$ cat src/rtl/mttg_pkg.sv
`timescale 1ns / 1ps
// Shared types, constants and the sine table generator for the tone generator.
package mttg_pkg;

	localparam int SAMPLE_W   = 16;
	localparam int PHASE_W    = 32;
	localparam int LEN_W      = 24;
	localparam int SQP_W      = 16;
	localparam int PLK_W      = 11;
	localparam int TIMBRE_W   = 3;
	localparam int FADE_W     = 16;
	localparam int SEED_W     = 16;
	localparam int CFG_IDX_W  = 2;
	localparam int CFG_DATA_W = 32;

	localparam int SINE_BITS  = 10;
	localparam int TBL_N      = 1 << SINE_BITS;
	localparam int TI_W       = SINE_BITS + 1;
	localparam int FB         = 16;
	localparam int PR_W       = SINE_BITS + FB;
	localparam int Q30_W      = 31;
	localparam int SCALE_SH   = 31 - SAMPLE_W;

	localparam int DW         = 48;
	localparam int DIV_STEPS  = DW - 1;
	localparam int DCNT_W     = $clog2(DIV_STEPS + 1);

	localparam logic [CFG_IDX_W-1:0] REG_TIMBRE = 2'd0;
	localparam logic [CFG_IDX_W-1:0] REG_FADE   = 2'd1;
	localparam logic [CFG_IDX_W-1:0] REG_DETUNE = 2'd2;
	localparam logic [CFG_IDX_W-1:0] REG_SEED   = 2'd3;

	localparam logic [TIMBRE_W-1:0] TIMBRE_SINE = 3'd0;
	localparam logic [TIMBRE_W-1:0] TIMBRE_MIX  = 3'd1;
	localparam logic [TIMBRE_W-1:0] TIMBRE_TRI  = 3'd2;
	localparam logic [TIMBRE_W-1:0] TIMBRE_SAW  = 3'd3;
	localparam logic [TIMBRE_W-1:0] TIMBRE_SQR  = 3'd4;

	localparam logic [TIMBRE_W-1:0]   TIMBRE_RST = 3'd0;
	localparam logic [FADE_W-1:0]     FADE_RST   = 16'd882;
	localparam logic [PHASE_W-1:0]    DETUNE_RST = 32'd486958;
	localparam logic [SEED_W-1:0]     SEED_RST   = 16'd44257;
	localparam logic [SEED_W-1:0]     LFSR_TAPS  = 16'hB400;
	// Rounded-up 2^36/5 and the bias 5*2^30 for the floor division by five.
	localparam logic [33:0]           MIX_RECIP  = 34'h3_3333_3334;
	localparam logic [33:0]           MIX_BIAS   = 34'h1_4000_0000;

	typedef enum logic [4:0] {
		ST_IDLE, ST_CHECK, ST_RDB, ST_PLUCK, ST_SIN_SET, ST_SIN_RD0, ST_SIN_RD1,
		ST_SIN_DIFF, ST_SIN_MUL, ST_SIN_SUM, ST_WAVE, ST_DIV_MIX, ST_WAIT_MIX,
		ST_DIV_FADE, ST_WAIT_FADE, ST_EMIT
	} state_t;

	typedef enum logic [4:0] {
		OP_NONE, OP_TAKE, OP_ZERO, OP_RDA, OP_RDB, OP_PLUCK, OP_SIN_SET, OP_SIN_RD0,
		OP_SIN_RD1, OP_SIN_DIFF, OP_SIN_MUL, OP_SIN_SUM, OP_WAVE, OP_DIV_MIX,
		OP_MIX_Q, OP_DIV_FADE, OP_FINISH, OP_EMIT
	} dp_op_t;

	typedef struct packed {
		dp_op_t op;
		logic   sel;
	} cmd_t;

	typedef struct packed {
		logic run;
		logic mix;
		logic div_busy;
		logic out_full;
	} stat_t;

	// Quarter-wave sine entry k in Q30 from a truncated Taylor series.
	function automatic logic [Q30_W-1:0] sine_entry(input int unsigned k);
		longint unsigned x;
		longint unsigned t;
		longint s;
		x = (64'd1686629713 * 64'(k)) >> SINE_BITS;
		t = x;
		s = longint'(x);
		t = (t * x) >> 30; t = (t * x) >> 30; t = t / 64'd6;   s = s - longint'(t);
		t = (t * x) >> 30; t = (t * x) >> 30; t = t / 64'd20;  s = s + longint'(t);
		t = (t * x) >> 30; t = (t * x) >> 30; t = t / 64'd42;  s = s - longint'(t);
		t = (t * x) >> 30; t = (t * x) >> 30; t = t / 64'd72;  s = s + longint'(t);
		t = (t * x) >> 30; t = (t * x) >> 30; t = t / 64'd110; s = s - longint'(t);
		t = (t * x) >> 30; t = (t * x) >> 30; t = t / 64'd156; s = s + longint'(t);
		t = (t * x) >> 30; t = (t * x) >> 30; t = t / 64'd210; s = s - longint'(t);
		t = (t * x) >> 30; t = (t * x) >> 30; t = t / 64'd272; s = s + longint'(t);
		if (s < 0) s = 0;
		if (s > 64'sd1073741824) s = 64'sd1073741824;
		return Q30_W'(s);
	endfunction

endpackage

$ cat src/rtl/mttg_ctrl.sv
`timescale 1ns / 1ps
// Sequencing state machine for one sample: pluck, sine lookups, waveform, mix divide, fade.
module mttg_ctrl (
	input  logic            clk,
	input  logic            arst_n,
	input  logic            in_valid,
	output logic            in_ready,
	input  mttg_pkg::stat_t stat,
	output mttg_pkg::cmd_t  cmd
);
	import mttg_pkg::*;

	state_t state_q, state_d;
	logic   sel_q;

	always_comb begin
		state_d = state_q;
		case (state_q)
			ST_IDLE:      if (in_valid) state_d = ST_CHECK;
			ST_CHECK:     state_d = stat.run ? ST_RDB : ST_EMIT;
			ST_RDB:       state_d = ST_PLUCK;
			ST_PLUCK:     state_d = ST_SIN_SET;
			ST_SIN_SET:   state_d = ST_SIN_RD0;
			ST_SIN_RD0:   state_d = ST_SIN_RD1;
			ST_SIN_RD1:   state_d = ST_SIN_DIFF;
			ST_SIN_DIFF:  state_d = ST_SIN_MUL;
			ST_SIN_MUL:   state_d = ST_SIN_SUM;
			ST_SIN_SUM:   state_d = (stat.mix && !sel_q) ? ST_SIN_SET : ST_WAVE;
			ST_WAVE:      state_d = stat.mix ? ST_DIV_MIX : ST_DIV_FADE;
			ST_DIV_MIX:   state_d = ST_WAIT_MIX;
			ST_WAIT_MIX:  if (!stat.div_busy) state_d = ST_DIV_FADE;
			ST_DIV_FADE:  state_d = ST_WAIT_FADE;
			ST_WAIT_FADE: if (!stat.div_busy) state_d = ST_EMIT;
			ST_EMIT:      if (!stat.out_full) state_d = ST_IDLE;
			default:      state_d = ST_IDLE;
		endcase
	end

	always_comb begin
		cmd.op   = OP_NONE;
		cmd.sel  = sel_q;
		in_ready = 1'b0;
		case (state_q)
			ST_IDLE: begin
				in_ready = 1'b1;
				if (in_valid) cmd.op = OP_TAKE;
			end
			ST_CHECK:     cmd.op = stat.run ? OP_RDA : OP_ZERO;
			ST_RDB:       cmd.op = OP_RDB;
			ST_PLUCK:     cmd.op = OP_PLUCK;
			ST_SIN_SET:   cmd.op = OP_SIN_SET;
			ST_SIN_RD0:   cmd.op = OP_SIN_RD0;
			ST_SIN_RD1:   cmd.op = OP_SIN_RD1;
			ST_SIN_DIFF:  cmd.op = OP_SIN_DIFF;
			ST_SIN_MUL:   cmd.op = OP_SIN_MUL;
			ST_SIN_SUM:   cmd.op = OP_SIN_SUM;
			ST_WAVE:      cmd.op = OP_WAVE;
			ST_DIV_MIX:   cmd.op = OP_DIV_MIX;
			ST_WAIT_MIX:  cmd.op = stat.div_busy ? OP_NONE : OP_MIX_Q;
			ST_DIV_FADE:  cmd.op = OP_DIV_FADE;
			ST_WAIT_FADE: cmd.op = stat.div_busy ? OP_NONE : OP_FINISH;
			ST_EMIT:      cmd.op = stat.out_full ? OP_NONE : OP_EMIT;
			default:      cmd.op = OP_NONE;
		endcase
	end

	always_ff @(posedge clk or negedge arst_n) begin
		if (!arst_n) begin
			state_q <= ST_IDLE;
			sel_q   <= 1'b0;
		end else begin
			state_q <= state_d;
			if (state_q == ST_IDLE) begin
				sel_q <= 1'b0;
			end else if (state_q == ST_SIN_SUM && stat.mix && !sel_q) begin
				sel_q <= 1'b1;
			end
		end
	end
endmodule

$ cat config.mk
export PLATFORM = sky130hd
export DESIGN_NAME = mttg_ctrl
export DESIGN_NICKNAME = d
export VERILOG_FILES = /design/src/rtl/mttg_pkg.sv /design/src/rtl/mttg_ctrl.sv
export SDC_FILE = /design/constraint.sdc
export NUM_CORES = 1
export LEC_CHECK = 0
export BUFFER_PORTS_ARGS = -buffer_cell sky130_fd_sc_hd__buf_2
export CORE_AREA = 2 2 39 41
export DETAILED_ROUTE_END_ITERATION = 10
export DIE_AREA = 0 0 41 43
export GPL_TIMING_DRIVEN = 0
export RECOVER_POWER = 100
export SLEW_MARGIN = 15
export SYNTH_ARGS = -nofsm -noshare
export SYNTH_HDL_FRONTEND = slang
export SYNTH_SLANG_ARGS = --single-unit
export TNS_END_PERCENT = 100
$ cat constraint.sdc
create_clock -name clk -period 2.1 [get_ports clk]
set_input_delay 0 -clock clk [delete_from_list [all_inputs] [get_ports clk]]
set_output_delay 0 -clock clk [all_outputs]
set_load 0.03 [all_outputs]
==> results of run 1 <==
worst max-delay path by stage:
| stage | to | slack [ps] | cells after the start |
|---|---|---|---|
| CTS | cmd[1] | 410 | 5 |
| detailed placement | state_q[2] | 600 | 4 |
| global route | cmd[1] | 250 | 5 |
| finish | cmd[1] | 370 | 5 |
| floorplan | cmd[1] | 460 | 3 |
| global placement | state_q[2] | 610 | 4 |
critical path: stages, from the launching register on:
cell and delay, ps:
dfrtp_1 440, or3_1 460, o21ai_2 180, a41oi_1 60, a21o_1 180, buf_2 170
per-stage QoR:
stage,setup WS (ps),power (W)
after floorplan,462,0.000842
after global placement,609,0.00103
after detailed placement,605,0.00103
after CTS,406,0.00115
after global routing,249,0.00121
final,371,0.00110
routing by layer:
layer	up-vias	track usage	wire, µm
li1	268	-	-
met1	237	0.218	546
met2	15	0.197	533
met3	0	0.0157	57
met4	0	0.0933	0
met5	-	0	0
state kept, by name (all words and copies together), names as in the netlist:
signal / flops
state_q: 4
sel_q: 1
layout make-up:
| class | instances | area, µm² |
|---|---|---|
| fillers | 162 | 812 |
| multi-input cells | 49 | 297 |
| flip-flops and latches | 5 | 125 |
| repair buffers | 14 | 67.6 |
| clock buffers | 4 | 26.3 |
| plain buffers | 5 | 25.0 |
| well taps | 16 | 20.0 |
| inverters | 3 | 11.3 |
report_power, final:
part | total, W | switching, W | leakage [nW] | internal, W
Clock | 0.000105 | 0.0000334 | 0.0150 | 0.0000714
Sequential | 0.000224 | 0.0000743 | 0.0569 | 0.000150
Combinational | 0.000773 | 0.000499 | 0.176 | 0.000274
repair_timing:
item	4_1_cts	5_1_grt
endpoints found under the hold margin	5	0
gates resized for setup	0	0
hold buffers	1	0
setup buffers	0	0
synthesized netlist by cell type:
| master | number |
|---|---|
| o22ai_1 | 1 |
| dfrtp_1 | 5 |
| buf_2 | 4 |
| or3_1 | 1 |
| a22o_1 | 2 |
| o41a_1 | 1 |
| o22a_1 | 1 |
| inv_2 | 2 |
| buf_4 | 1 |
| o211a_1 | 1 |
| a21oi_2 | 1 |
| inv_1 | 1 |
| or3_4 | 1 |
| nor2_1 | 3 |
| nand2b_1 | 1 |
| nand3_1 | 4 |
| nor4bb_1 | 1 |
| a211o_1 | 1 |
| a21oi_1 | 3 |
| nand2_1 | 6 |
| nor3_1 | 1 |
| a21o_1 | 2 |
| o21ai_0 | 8 |
| o21ai_2 | 2 |
| a31oi_1 | 2 |
| nor2b_1 | 2 |
| a41oi_1 | 1 |
| a211oi_1 | 1 |
| nand4_1 | 1 |
| nor3_2 | 1 |
cells by family (layout without fill, tap and decap cells):
kind of cell           count (synthesis)  after routing
DFF                                    5              5
buffers and inverters                  8             26
and+or+nand+nor                       22             22
AOI/OAI and AO/OA                     27             27
==> impl_metrics.env, run 1 <==
export IMPL_vias_per_cell=5.42
export IMPL_placed_cell_area_um2=558
export IMPL_stdcell_count=96
export IMPL_synth_cell_type_count=30
export IMPL_core_area_um2=1380
export IMPL_ff2ff_path_depth=4
export IMPL_synth_nets=69
export IMPL_synthMuxAreaShare=0
export IMPL_yosys_area_share_xor_xnor=0
export IMPL_fin_crit_sh=0.823
export IMPL_worstPathArrival_ps=1730
export IMPL_required_ps=2100
export IMPL_yosysSeqAreaShare=0.265
export IMPL_cap_violations=0
export IMPL_avgRoutedWirePerCell_um=11.8
export IMPL_finalSetupViolCount=0
export IMPL_slew_violations=0
export IMPL_layout_common_cells="9 x buf_2, 9 x clkbuf_1, 9 x o21ai_0"
export IMPL_synth_top_cell_area_share=0.265
export IMPL_cts_sinks=5
export IMPL_grt_pass1_vias=448
export IMPL_fin_worst_skew_ps=3.22
export IMPL_cts_clk_slew_worst_paths_ps=40
export IMPL_critPathKind="flip-flop to output pin"
export IMPL_htreeDepth=1
export IMPL_firstDrtPassIters=4
export IMPL_tightest_slew_ps=399
export IMPL_crit_path_max_fanout=8
export IMPL_period_needed_ps=1730
export IMPL_die_height_um=43
export IMPL_dp_cells=91
export IMPL_cts_tree="built"
export IMPL_initial_core_util=0.342
export IMPL_regToRegEndpoint="state_q[2]"
export IMPL_ys_warn_count=0
export IMPL_holdPathEnd="state_q[0]"
export IMPL_fin_hold_ws_ps=53.7
export IMPL_hp_start="stat[0]"
export IMPL_min_path_cells=2
export IMPL_vias=520
export IMPL_status="completed"
export IMPL_hpwl_um=867
export IMPL_hold_viol_final=0
export IMPL_ant_nets=0
export IMPL_drive_gt1_frac=0.213
export IMPL_ios=14
export IMPL_max_freq_mhz=578
export IMPL_cts_root_buffer="clkbuf_4"
export IMPL_die_x_um=41
export IMPL_track_usage=0.148
export IMPL_port_buffers=13
export IMPL_synth_largest_area_cell="dfrtp_1"
export IMPL_p_leak_nw=0.248
export IMPL_crit_start="state_q[1]"
export IMPL_end_kind="output pin"
export IMPL_r2r_slack_ps=470
export IMPL_yosys_top_cells_area="dfrtp_1 26%, o21ai_0 8.5%, nand2_1 4.8%"
export IMPL_overflow=0
export IMPL_tns_ps=0
export IMPL_syn_instance_count=62
export IMPL_ir_worst_vdd_mv=0.723
export IMPL_hold_class="input port to flip-flop"
export IMPL_post_route_util=0.413
export IMPL_slew_headroom=0.734
export IMPL_synth_top_family_by_area="compound AO/OA/AOI/OAI gates"
export IMPL_grt_antenna_before_repair=0
export IMPL_ys_seq_elements=5
export IMPL_drc=0
export IMPL_ctsLongestPathBuffers=2
export IMPL_synthAdderAreaFrac=0
export IMPL_drt_iter0_markers=5
export IMPL_place_congestion=0.812
export IMPL_syn_to_final_growth_pct=20.9
export IMPL_drt_total_wl_um=1140
export IMPL_clk_latency_ps=230
export IMPL_synth_compound_area_frac=0.397
export IMPL_synth_simple_area_share=0.257
export IMPL_diodes=0
export IMPL_fin_nets=88
export IMPL_rsz0062_at_grt="no"
export IMPL_dieArea_um2=1760
export IMPL_grt_max_degree=11
export IMPL_grt_pass1_wl_um=1810
export IMPL_rows=14
export IMPL_power_density_nw_per_um2=1930
export IMPL_start_kind="flip-flop"
export IMPL_r2r_start="state_q[1]"
export IMPL_syn_avg_cell_area_um2=7.63
export IMPL_final_area_um2=572
export IMPL_syn_cell_area_um2=473
export IMPL_numCtsBuffers=3
No activity file was read; power rests on OpenSTA's default activity.
==> run 2, diff against run 1 <==
==> constraint.sdc (replaced) <==
create_clock -name clk -period 1.8 [get_ports clk]
set_input_delay 0 -clock clk [delete_from_list [all_inputs] [get_ports clk]]
set_output_delay 0 -clock clk [all_outputs]
set_load 0.03 [all_outputs]
==> impl_metrics.env, run 2 (synthesized netlist as in run 1, its figures left out) <==
export IMPL_power_density_nw_per_um2=2250
export IMPL_slowest_delay_ps=440
export IMPL_worstPathArrival_ps=1690
export IMPL_end_kind="output pin"
export IMPL_crit_slowest_cell="dfrtp_1"
export IMPL_rows=14
export IMPL_vias_per_cell=5.34
export IMPL_postCtsSetupRepairBufs=0
export IMPL_holdPathEnd="state_q[0]"
export IMPL_slew_violations=0
export IMPL_fill_cells=163
export IMPL_cts_sinks=5
export IMPL_status="completed"
export IMPL_pre_cts_slack_ps=305
export IMPL_drive_gt1_frac=0.250
export IMPL_die_x_um=41
export IMPL_avgRoutedWirePerCell_um=11.8
export IMPL_critPathKind="flip-flop to output pin"
export IMPL_worstPathCellList="or3_4, o21ai_2, a41oi_1, a21o_1, clkbuf_2"
export IMPL_ant_nets=0
export IMPL_diodes=0
export IMPL_r2r_slack_ps=210
export IMPL_fin_worst_skew_ps=3.22
export IMPL_numCtsBuffers=3
export IMPL_r2r_start="state_q[3]"
export IMPL_hold_class="input port to flip-flop"
export IMPL_ctsLongestPathBuffers=2
export IMPL_tns_ps=0
export IMPL_dieArea_um2=1760
export IMPL_hp_start="stat[0]"
export IMPL_syn_to_final_growth_pct=22.5
export IMPL_place_congestion=0.812
export IMPL_firstDrtPassIters=4
export IMPL_cap_violations=0
export IMPL_cts_resized=0
export IMPL_min_path_cells=2
export IMPL_regToRegEndpoint="state_q[2]"
export IMPL_rsz0062_at_grt="no"
export IMPL_drt_iter0_markers=8
export IMPL_grt_antenna_before_repair=0
export IMPL_period_needed_ps=1690
export IMPL_path_delay_family="flip-flops"
export IMPL_overflow=0
export IMPL_drc=0
export IMPL_track_usage=0.148
export IMPL_tightest_slew_ps=374
export IMPL_ios=14
export IMPL_max_freq_mhz=593
export IMPL_regMostFlops="state_q"
export IMPL_worst_path_buf_inv=1
export IMPL_top_regs="state_q (4), sel_q (1)"
export IMPL_htreeDepth=1
export IMPL_fin_crit_sh=0.936
export IMPL_hold_viol_final=0
export IMPL_ff2ff_path_depth=5
export IMPL_crit_path_max_fanout=8
export IMPL_cts_root_buffer="clkbuf_4"
export IMPL_setup_slack_ps=114
export IMPL_slew_headroom=0.751
export IMPL_layout_common_cells="9 x buf_2, 9 x o21ai_0, 7 x clkbuf_1"
export IMPL_ir_worst_vdd_mv=0.840
export IMPL_fin_nets=88
export IMPL_drt_total_wl_um=1140
export IMPL_cts_clk_slew_worst_paths_ps=40
export IMPL_die_height_um=43
export IMPL_core_area_um2=1380
export IMPL_vias=513
export IMPL_required_ps=1800
export IMPL_hpwl_um=867
export IMPL_grt_max_degree=11
export IMPL_grt_pass1_wl_um=1810
export IMPL_p_leak_nw=0.256
export IMPL_port_buffers=13
export IMPL_start_kind="flip-flop"
export IMPL_initial_core_util=0.342
export IMPL_cts_tree="built"
export IMPL_largest_reg_flops=4
export IMPL_grt_pass1_vias=448
export IMPL_clk_latency_ps=230
export IMPL_hold_buffers=1
export IMPL_finalSetupViolCount=0
-- run 2: changes by cell type in the layout (fill, tap and decap cells not counted) --
| cell | change |
|---|---|
| or3_4 | +1 |
| clkbuf_1 | -2 |
| or3_1 | -1 |
| clkbuf_2 | +2 |
-- run 2: worst reg2reg max path: cells and delay by family, from the launching register on --
| kind | cells | cell delay [ps] |
|---|---|---|
| compound gates | 3 | 530 |
| buf+inv | 1 | 350 |
| flops | 1 | 440 |
| simple gates | 1 | 150 |
-- run 2: layout make-up --
class                   instances  area, µm²  area share
plain buffers                   5       26.3      0.0454
clock buffers                   4       26.3      0.0454
inverters                       3       11.3      0.0194
multi-input cells              49        302       0.521
flip-flops and latches          5        125       0.216
well taps                      16       20.0      0.0346
repair buffers                 14       68.8       0.119
-- run 2: stage by stage --
step	power (W)	util	hold slack, ps	cells	area [µm²]
final	0.00130	0.419	55.5	96	579
after global routing	0.00143	0.419	43.3	96	579
after CTS	0.00134	0.429	46.9	96	594
after detailed placement	0.00120	0.403	-186	91	558
after global placement	0.00120	0.403	-186	91	558
after floorplan	0.000983	-	-296	62	473
-- run 2: where the power goes --
| group | switching, W | total [W] | internal (W) |
|---|---|---|---|
| clock network | 0.0000389 | 0.000122 | 0.0000833 |
| logic | 0.000582 | 0.000916 | 0.000334 |
| registers | 0.0000874 | 0.000262 | 0.000175 |
| total | 0.000708 | 0.00130 | 0.000593 |
-- run 2: how the worst max path moves through the flow --
stage | from | to | slack [ps] | cells past startpoint
3_3_place_gp | state_q[1] | state_q[2] | 310 | 4
3_5_place_dp | state_q[1] | state_q[2] | 300 | 4
5_1_grt | state_q[1] | cmd[1] | 20 | 5
4_1_cts | state_q[1] | cmd[1] | 110 | 5
2_1_floorplan | state_q[1] | cmd[1] | 160 | 3
6_report | state_q[1] | cmd[1] | 110 | 5
-- run 2: per-layer routing --
metal  vias up  global-route usage  share of wire
li1        266                   -              -
met1       237               0.218           0.48
met2        10               0.197           0.47
met3         0              0.0157          0.047
met4         0              0.0933              0
met5         -                   0              0
